### src/rtl/bdslp_pkg.sv
// ----------------------------------------------------------------------------
// bdslp_pkg
// Shared types and constants for the two-button debounce and press detector.
// ----------------------------------------------------------------------------
package bdslp_pkg;

  // Configuration register layout
  localparam int unsigned CFG_W     = 16;
  localparam int unsigned CFG_IDX_W = 1;

  localparam logic [CFG_IDX_W-1:0] CFG_DEBOUNCE_TICKS   = 1'd0;
  localparam logic [CFG_IDX_W-1:0] CFG_LONG_PRESS_TICKS = 1'd1;

  localparam logic [CFG_W-1:0] DEBOUNCE_TICKS_RST   = 16'd30;
  localparam logic [CFG_W-1:0] LONG_PRESS_TICKS_RST = 16'd700;

  // Stream payload widths (fields padded to whole bytes)
  localparam int unsigned S_DATA_W = 8;
  localparam int unsigned M_DATA_W = 8;

  // Per-button results for one tick
  typedef struct packed {
    logic short_press;
    logic long_press;
    logic down;
  } btn_evt_t;

endpackage

### src/rtl/bdslp_button.sv
// ----------------------------------------------------------------------------
// bdslp_button
// Debounce, hold timing and short/long press decision for one button.
// ----------------------------------------------------------------------------
module bdslp_button #(
  parameter int unsigned COUNTER_WIDTH = 16
) (
  input  logic                         clk,
  input  logic                         rst,
  input  logic                         advance,
  input  logic                         raw,
  input  logic [bdslp_pkg::CFG_W-1:0]  debounce_ticks,
  input  logic [bdslp_pkg::CFG_W-1:0]  long_press_ticks,
  output bdslp_pkg::btn_evt_t          evt
);

  localparam int unsigned CMP_W =
    (COUNTER_WIDTH > bdslp_pkg::CFG_W) ? COUNTER_WIDTH : bdslp_pkg::CFG_W;
  localparam logic [COUNTER_WIDTH-1:0] CNT_MAX = '1;
  localparam logic [COUNTER_WIDTH-1:0] CNT_ONE = COUNTER_WIDTH'(1);

  logic                     last_raw;
  logic                     stable;
  logic [COUNTER_WIDTH-1:0] change_cnt;
  logic [COUNTER_WIDTH-1:0] hold_cnt;
  logic                     press_timing;
  logic                     long_fired;

  logic                     stable_next;
  logic [COUNTER_WIDTH-1:0] change_cnt_next;
  logic [COUNTER_WIDTH-1:0] hold_cnt_next;
  logic                     press_timing_next;
  logic                     long_fired_next;
  logic                     adopt;
  logic                     short_hit;
  logic                     long_hit;

  // Work out the next state and this tick's pulses
  always_comb begin
    if (raw != last_raw) begin
      change_cnt_next = '0;
    end else if (change_cnt == CNT_MAX) begin
      change_cnt_next = change_cnt;
    end else begin
      change_cnt_next = change_cnt + CNT_ONE;
    end

    if (press_timing && (hold_cnt != CNT_MAX)) begin
      hold_cnt_next = hold_cnt + CNT_ONE;
    end else begin
      hold_cnt_next = hold_cnt;
    end

    stable_next       = stable;
    press_timing_next = press_timing;
    long_fired_next   = long_fired;
    short_hit         = 1'b0;
    long_hit          = 1'b0;

    // Adopt the raw level once it has stayed put long enough
    adopt = (CMP_W'(change_cnt_next) > CMP_W'(debounce_ticks)) && (stable != raw);
    if (adopt) begin
      stable_next = raw;
      if (!raw) begin
        hold_cnt_next     = '0;
        press_timing_next = 1'b1;
        long_fired_next   = 1'b0;
      end else begin
        short_hit         = press_timing && !long_fired;
        press_timing_next = 1'b0;
        long_fired_next   = 1'b0;
      end
    end

    // Fire the long press once per hold
    if (!stable_next && press_timing_next && !long_fired_next &&
        (CMP_W'(hold_cnt_next) >= CMP_W'(long_press_ticks))) begin
      long_fired_next = 1'b1;
      long_hit        = 1'b1;
    end

    evt.short_press = short_hit;
    evt.long_press  = long_hit;
    evt.down        = !stable_next;
  end

  // Advance the button state on each accepted tick
  always_ff @(posedge clk) begin
    if (rst) begin
      last_raw     <= 1'b1;
      stable       <= 1'b1;
      change_cnt   <= '0;
      hold_cnt     <= '0;
      press_timing <= 1'b0;
      long_fired   <= 1'b0;
    end else if (advance) begin
      last_raw     <= raw;
      stable       <= stable_next;
      change_cnt   <= change_cnt_next;
      hold_cnt     <= hold_cnt_next;
      press_timing <= press_timing_next;
      long_fired   <= long_fired_next;
    end
  end

endmodule

### src/rtl/button_debounce_short_long_press.sv
// ----------------------------------------------------------------------------
// button_debounce_short_long_press
// Two-button debouncer with short and long press pulses.
// ----------------------------------------------------------------------------
// Each input beat is one timebase tick carrying the raw active-low levels of
// the left and right buttons; each tick yields exactly one output beat with
// one-tick short/long press pulses and the debounced down levels. A tick is
// taken every clock cycle while input ready is high, and its result is registered
// in the output register; a second output register lets one more tick be accepted
// while the master side stalls, so input ready drops only when both hold
// results. A raw level is adopted once it stays unchanged for more than
// debounce_ticks ticks; a long press fires once when the hold reaches
// long_press_ticks, and a release gives a short press only if no long press
// fired. Counters are COUNTER_WIDTH bits and saturate. Write the config port
// only while no tick is in flight.
module button_debounce_short_long_press #(
  parameter int unsigned COUNTER_WIDTH = 16
) (
  input  logic                                 clk,
  input  logic                                 rst,
  // Configuration write port
  input  logic                                 cfg_we,
  input  logic [bdslp_pkg::CFG_IDX_W-1:0]      cfg_index,
  input  logic [bdslp_pkg::CFG_W-1:0]          cfg_data,
  // Tick input
  input  logic                                 s_tvalid,
  output logic                                 s_tready,
  input  logic [bdslp_pkg::S_DATA_W-1:0]       s_tdata,   // left_raw, right_raw, zero pad
  // Result output
  output logic                                 m_tvalid,
  input  logic                                 m_tready,
  output logic [bdslp_pkg::M_DATA_W-1:0]       m_tdata    // left_short, left_long,
                                                          // right_short, right_long,
                                                          // left_down, right_down, zero pad
);

  logic [bdslp_pkg::CFG_W-1:0]    debounce_ticks;
  logic [bdslp_pkg::CFG_W-1:0]    long_press_ticks;
  logic                           accept;
  bdslp_pkg::btn_evt_t            left_evt;
  bdslp_pkg::btn_evt_t            right_evt;
  logic [bdslp_pkg::M_DATA_W-1:0] result;
  logic                           out_valid;
  logic [bdslp_pkg::M_DATA_W-1:0] out_data;
  logic                           skid_valid;
  logic [bdslp_pkg::M_DATA_W-1:0] skid_data;

  // Hold configuration registers
  always_ff @(posedge clk) begin
    if (rst) begin
      debounce_ticks   <= bdslp_pkg::DEBOUNCE_TICKS_RST;
      long_press_ticks <= bdslp_pkg::LONG_PRESS_TICKS_RST;
    end else if (cfg_we) begin
      case (cfg_index)
        bdslp_pkg::CFG_DEBOUNCE_TICKS:   debounce_ticks   <= cfg_data;
        bdslp_pkg::CFG_LONG_PRESS_TICKS: long_press_ticks <= cfg_data;
        default: ;
      endcase
    end
  end

  assign s_tready = !skid_valid;
  assign accept   = s_tvalid && s_tready;

  bdslp_button #(
    .COUNTER_WIDTH(COUNTER_WIDTH)
  ) u_left (
    .clk             (clk),
    .rst             (rst),
    .advance         (accept),
    .raw             (s_tdata[0]),
    .debounce_ticks  (debounce_ticks),
    .long_press_ticks(long_press_ticks),
    .evt             (left_evt)
  );

  bdslp_button #(
    .COUNTER_WIDTH(COUNTER_WIDTH)
  ) u_right (
    .clk             (clk),
    .rst             (rst),
    .advance         (accept),
    .raw             (s_tdata[1]),
    .debounce_ticks  (debounce_ticks),
    .long_press_ticks(long_press_ticks),
    .evt             (right_evt)
  );

  // Pack the result beat
  assign result = {2'b00,
                   right_evt.down, left_evt.down,
                   right_evt.long_press, right_evt.short_press,
                   left_evt.long_press, left_evt.short_press};

  // Output register with skid stage
  always_ff @(posedge clk) begin
    if (rst) begin
      out_valid  <= 1'b0;
      skid_valid <= 1'b0;
    end else if (m_tready || !out_valid) begin
      if (skid_valid) begin
        out_valid  <= 1'b1;
        skid_valid <= 1'b0;
      end else begin
        out_valid  <= accept;
      end
    end else if (accept) begin
      skid_valid <= 1'b1;
    end
  end

  // Move payloads alongside the valid flags
  always_ff @(posedge clk) begin
    if (m_tready || !out_valid) begin
      out_data <= skid_valid ? skid_data : result;
    end else if (accept) begin
      skid_data <= result;
    end
  end

  assign m_tvalid = out_valid;
  assign m_tdata  = out_data;

endmodule

### config.mk
export PLATFORM = sky130hd
export DESIGN_NAME = button_debounce_short_long_press
export DESIGN_NICKNAME = d
export VERILOG_FILES = /design/src/rtl/bdslp_pkg.sv /design/src/rtl/bdslp_button.sv /design/src/rtl/button_debounce_short_long_press.sv
export SDC_FILE = /design/constraint.sdc
export NUM_CORES = 1
export LEC_CHECK = 0
export BUFFER_PORTS_ARGS = -buffer_cell sky130_fd_sc_hd__buf_2
export CAP_MARGIN = 20
export CELL_PAD_IN_SITES_DETAIL_PLACEMENT = 1
export CELL_PAD_IN_SITES_GLOBAL_PLACEMENT = 2
export CORE_MARGIN = 2
export CORE_UTILIZATION = 33
export DETAILED_ROUTE_END_ITERATION = 10
export PLACE_DENSITY = 0.82
export SYNTH_ARGS = -nofsm -noshare
export SYNTH_HDL_FRONTEND = slang
export SYNTH_SLANG_ARGS = --single-unit
### constraint.sdc
create_clock -name clk -period 4.9 [get_ports clk]
set_input_delay 0.98 -clock clk [delete_from_list [all_inputs] [get_ports clk]]
set_output_delay 0.98 -clock clk [all_outputs]
set_load 0.05 [all_outputs]
==> results_dict.tcl <==
set metrics [dict create \
    status "complete, no violations" \
    cp_max_fo 6 \
    worst_pin_slew_ps 988.5 \
    cts_sinks 118 \
    synth_fa_ha_area_frac 0.1040 \
    worstPathCellList "buf_4, nand4_1, nor4_2, buf_4, nor2b_1, a31oi_1, o21a_1, ha_1, nand4_1, buf_4, a2111oi_4, o31ai_2, nor2_2, buf_2, nor2_1, ha_1, and4_1, a221o_1, a211oi_4, o41ai_1" \
    comb_power_share 0.111 \
    finalHoldViolations 0 \
    p_per_area_nw_per_um2 255.0 \
    synth_edf_count 12 \
    relSlewSlack 0.3410 \
    fp.dieArea_sq_um 26060 \
    end_kind "flip-flop" \
    fin_skew_ps 13.23 \
    core_sq_um 24320 \
    hp-start "long_press_ticks[13]$_SDFFE_PP0P_" \
    rrSetupSlack_ps 110 \
    hold_path_class "flip-flop to flip-flop" \
    critPathLaunchType "flip-flop" \
    crit_path_max_incr_delay_ps 370 \
    synth_top_family_by_area "simple AND/OR/NAND/NOR gates" \
    synth_compound_area_frac 0.1766 \
    start_util 0.3363 \
    yosysWarnings 0 \
    crit_arrival_ps 4930 \
    vdd_drop_max_mv 0.1776 \
    cts-root-buf "clkbuf_16" \
    switching_share 0.2596 \
    rr_worst_depth 20 \
    port_buffers 31 \
    cap_violations 0 \
    grt_start_max_net_pins 88 \
    via_per_inst 5.299 \
    fin_nets 1247 \
    grt.overflow.total 0 \
    clkPwrFrac 0.493 \
    cp.depth 20 \
    io-pin-count 40 \
    crit_family "compound AO/OA/AOI/OAI gates" \
    drtPass1Iterations 5 \
    critPathMostFrequentCell "buf_4" \
    htreeDepth 4 \
    r2r_end "m_tdata[3]$_DFFE_PP_" \
    first_global_vias 7766 \
    timing.rr.start "u_right.change_cnt[2]$_SDFFE_PP0P_" \
    num_rows 57 \
    internal-power_w 0.001890 \
    n_antenna_cell 0 \
    drive_gt1_frac 0.1738 \
    synthMuxAreaShare 0.01040 \
    required_ps 5050 \
    areaGrowthSynthToFinish_pct 22.37 \
    crit_type "flip-flop to flip-flop" \
    ys_ff_latch 118 \
    grt_pass1_wl_mm 40.23 \
    ys_types 69 \
    cts_made_buffers 17 \
    wl_per_cell_um 17.09 \
    setup_viol 0 \
    synth_area_per_cell_sq_um 7.565 \
    hold-path-endpoint "long_press_ticks[13]$_SDFFE_PP0P_" \
    finalCriticalPeriod_ps 4785 \
    via_count 7874 \
    fmax_mhz 209.0 \
    hold_buffers 0 \
    synthArstFlopShare 0 \
    cts_tree "yes" \
    insertion_delay_ps 420 \
    layout.cells.non_filler 1486 \
    netlist_area_sq_um 8178 \
    hold_depth 2 \
    fin_crit_sh 0.9766 \
    pre_cts_slack_ps -131.4 \
    setup_ws_ps 114.7 \
    routed_wl_mm 25.39 \
    synthCells 1081 \
    die_w_um 161.4 \
    power_frac_seq 0.396 \
    synth_flop_cell "dfxtp_1" \
    slowest_stage "dfxtp_1" \
    drtAntennaViolNets 0 \
    ys_seq_area_frac 0.3035 \
    yosys.area_share.simple 0.2999 \
    power_switching_w 0.0006625 \
    p_leak_nw 3.981 \
    cts_max_path_buffers 2 \
    drv_slew 0 \
    crit_start "u_right.change_cnt[2]$_SDFFE_PP0P_" \
    drc_errors 0 \
    drtIter0Drc 357 \
    gp_congestion 0.8498 \
    synthXorXnorAreaFrac 0.05141 \
    dp_cells 1433 \
    hpwl_mm 18.11 \
    die_h_um 161.4 \
    cp_num_buf_inv 4 \
    grt_usage 0.1909 \
    cts.clk_slew.worst_paths_ps 60 \
    antenna_found_initial 0 \
]
## metal layers
layer  vias up  track usage  share of wire
li1       3992            -              -
met5         -            0              0
met1      3805       0.2370           0.46
met2        55       0.3421           0.51
met3        22      0.03261          0.017
met4         0      0.04789          0.017
## synthesized netlist by cell type, drive strengths merged (25+ instances only)
library cell	n	area (sq um)
nand4	28	181.4
nand2	148	555.5
a31oi	34	212.7
o21ai	42	210.2
nor3	25	136.4
ha	68	850.8
xor2	26	227.7
nor2	121	454.2
inv	47	176.4
nand3	59	295.3
clkbuf	42	161.4
a21oi	92	464.2
dfxtp	106	2122
## area by class of cell
| cell class | instances | area (sq um) |
|---|---|---|
| Timing Repair Buffer | 110 | 769.5 |
| Inverter | 47 | 176.4 |
| Clock buffer | 25 | 528.0 |
| Clock inverter | 7 | 65.06 |
| Sequential cell | 118 | 2489 |
| Tap cell | 324 | 405.4 |
| Fill cell | 2958 | 14310 |
| Multi-Input combinational cell | 855 | 5574 |
## kinds of logic (layout without fill, tap and decap cells)
logic type | Yosys count | after routing
XOR/XNOR | 48 | 48
multiplexers | 8 | 8
adder cells (fa/ha/maj) | 68 | 68
AO/OA/AOI/OAI | 234 | 234
other | 1 | 2
buffers and inverters | 109 | 189
AND/OR/NAND/NOR | 495 | 495
flip-flops | 118 | 118
## power by group through the flow
stage / combinational [W] / clock, W / sequential, W
after CTS: 0.000263 / 0.00129 / 0.00101
after floorplan: 0.000152 / 0 / 0.00104
final: 0.000283 / 0.00126 / 0.00101
after global placement: 0.000254 / 0 / 0.00103
after global routing: 0.000313 / 0.00134 / 0.00101
after detailed placement: 0.000260 / 0 / 0.00103
## worst register-to-register path: cells and delay by family, from the launching register on
family / cells / cell delay [ps]
AO/OA/AOI/OAI: 7 / 1550
adder cells (fa/ha/maj): 2 / 570
buffers and inverters: 4 / 740
flip-flops: 1 / 370
AND/OR/NAND/NOR: 7 / 1280
## sequential cells by signal, indices dropped and copies added (netlist names)
register	count
u_right.stable	1
m_tvalid	1
u_left.hold_cnt	16
u_left.change_cnt	16
debounce_ticks	16
long_press_ticks	16
skid_data	6
u_left.press_timing	1
m_tdata	6
u_right.long_fired	1
u_left.last_raw	1
u_right.last_raw	1
u_right.press_timing	1
u_left.long_fired	1
skid_valid	1
u_right.change_cnt	16
u_right.hold_cnt	16
u_left.stable	1
## metrics by stage
stage               TNS (ps)  hold WS [ps]  total power (W)  utilization  instance area, sq um
floorplan                  0         436.3         0.001190            -                  8202
global placement      -53.77         444.0         0.001283       0.3692                  8980
detailed placement    -474.1         450.8         0.001289       0.3692                  8980
CTS                        0         460.2         0.002557       0.3942                  9588
global route          -424.2         482.9         0.002661       0.4115                 10010
finish                     0         458.8         0.002552       0.4115                 10010
## cell usage in the layout (no fill, tap or decap), drive strengths merged, types with 10 or more instances in the layout
| cell | count |
|---|---|
| a21oi | 92 |
| a31oi | 34 |
| and3 | 15 |
| and4 | 10 |
| buf | 110 |
| clkbuf | 25 |
| dfxtp | 106 |
| edfxtp | 12 |
| ha | 68 |
| inv | 47 |
| nand2 | 148 |
| nand3 | 59 |
| nand3b | 21 |
| nand4 | 28 |
| nor2 | 121 |
| nor2b | 14 |
| nor3 | 25 |
| nor4 | 16 |
| o21a | 10 |
| o21ai | 42 |
| or3 | 10 |
| xnor2 | 22 |
| xor2 | 26 |
## what timing repair did
item | in CTS | in global routing
setup endpoints to repair | 4 | 6
buffers inserted | 0 | 19
resized for setup | 4 | 54
pin swaps | 0 | 27
gates cloned | 0 | 2
## worst max-delay path by stage
stage                                                  to  slack (ps)
after floorplan                      m_tdata[3]$_DFFE_PP_           9
after global placement               m_tdata[3]$_DFFE_PP_         -40
after detailed placement             m_tdata[1]$_DFFE_PP_        -130
after CTS                 u_right.long_fired$_SDFFE_PP0P_           3
after global routing                 m_tdata[3]$_DFFE_PP_        -100
final                                m_tdata[3]$_DFFE_PP_         110
Note: power is estimated with default switching activity, not from simulation.
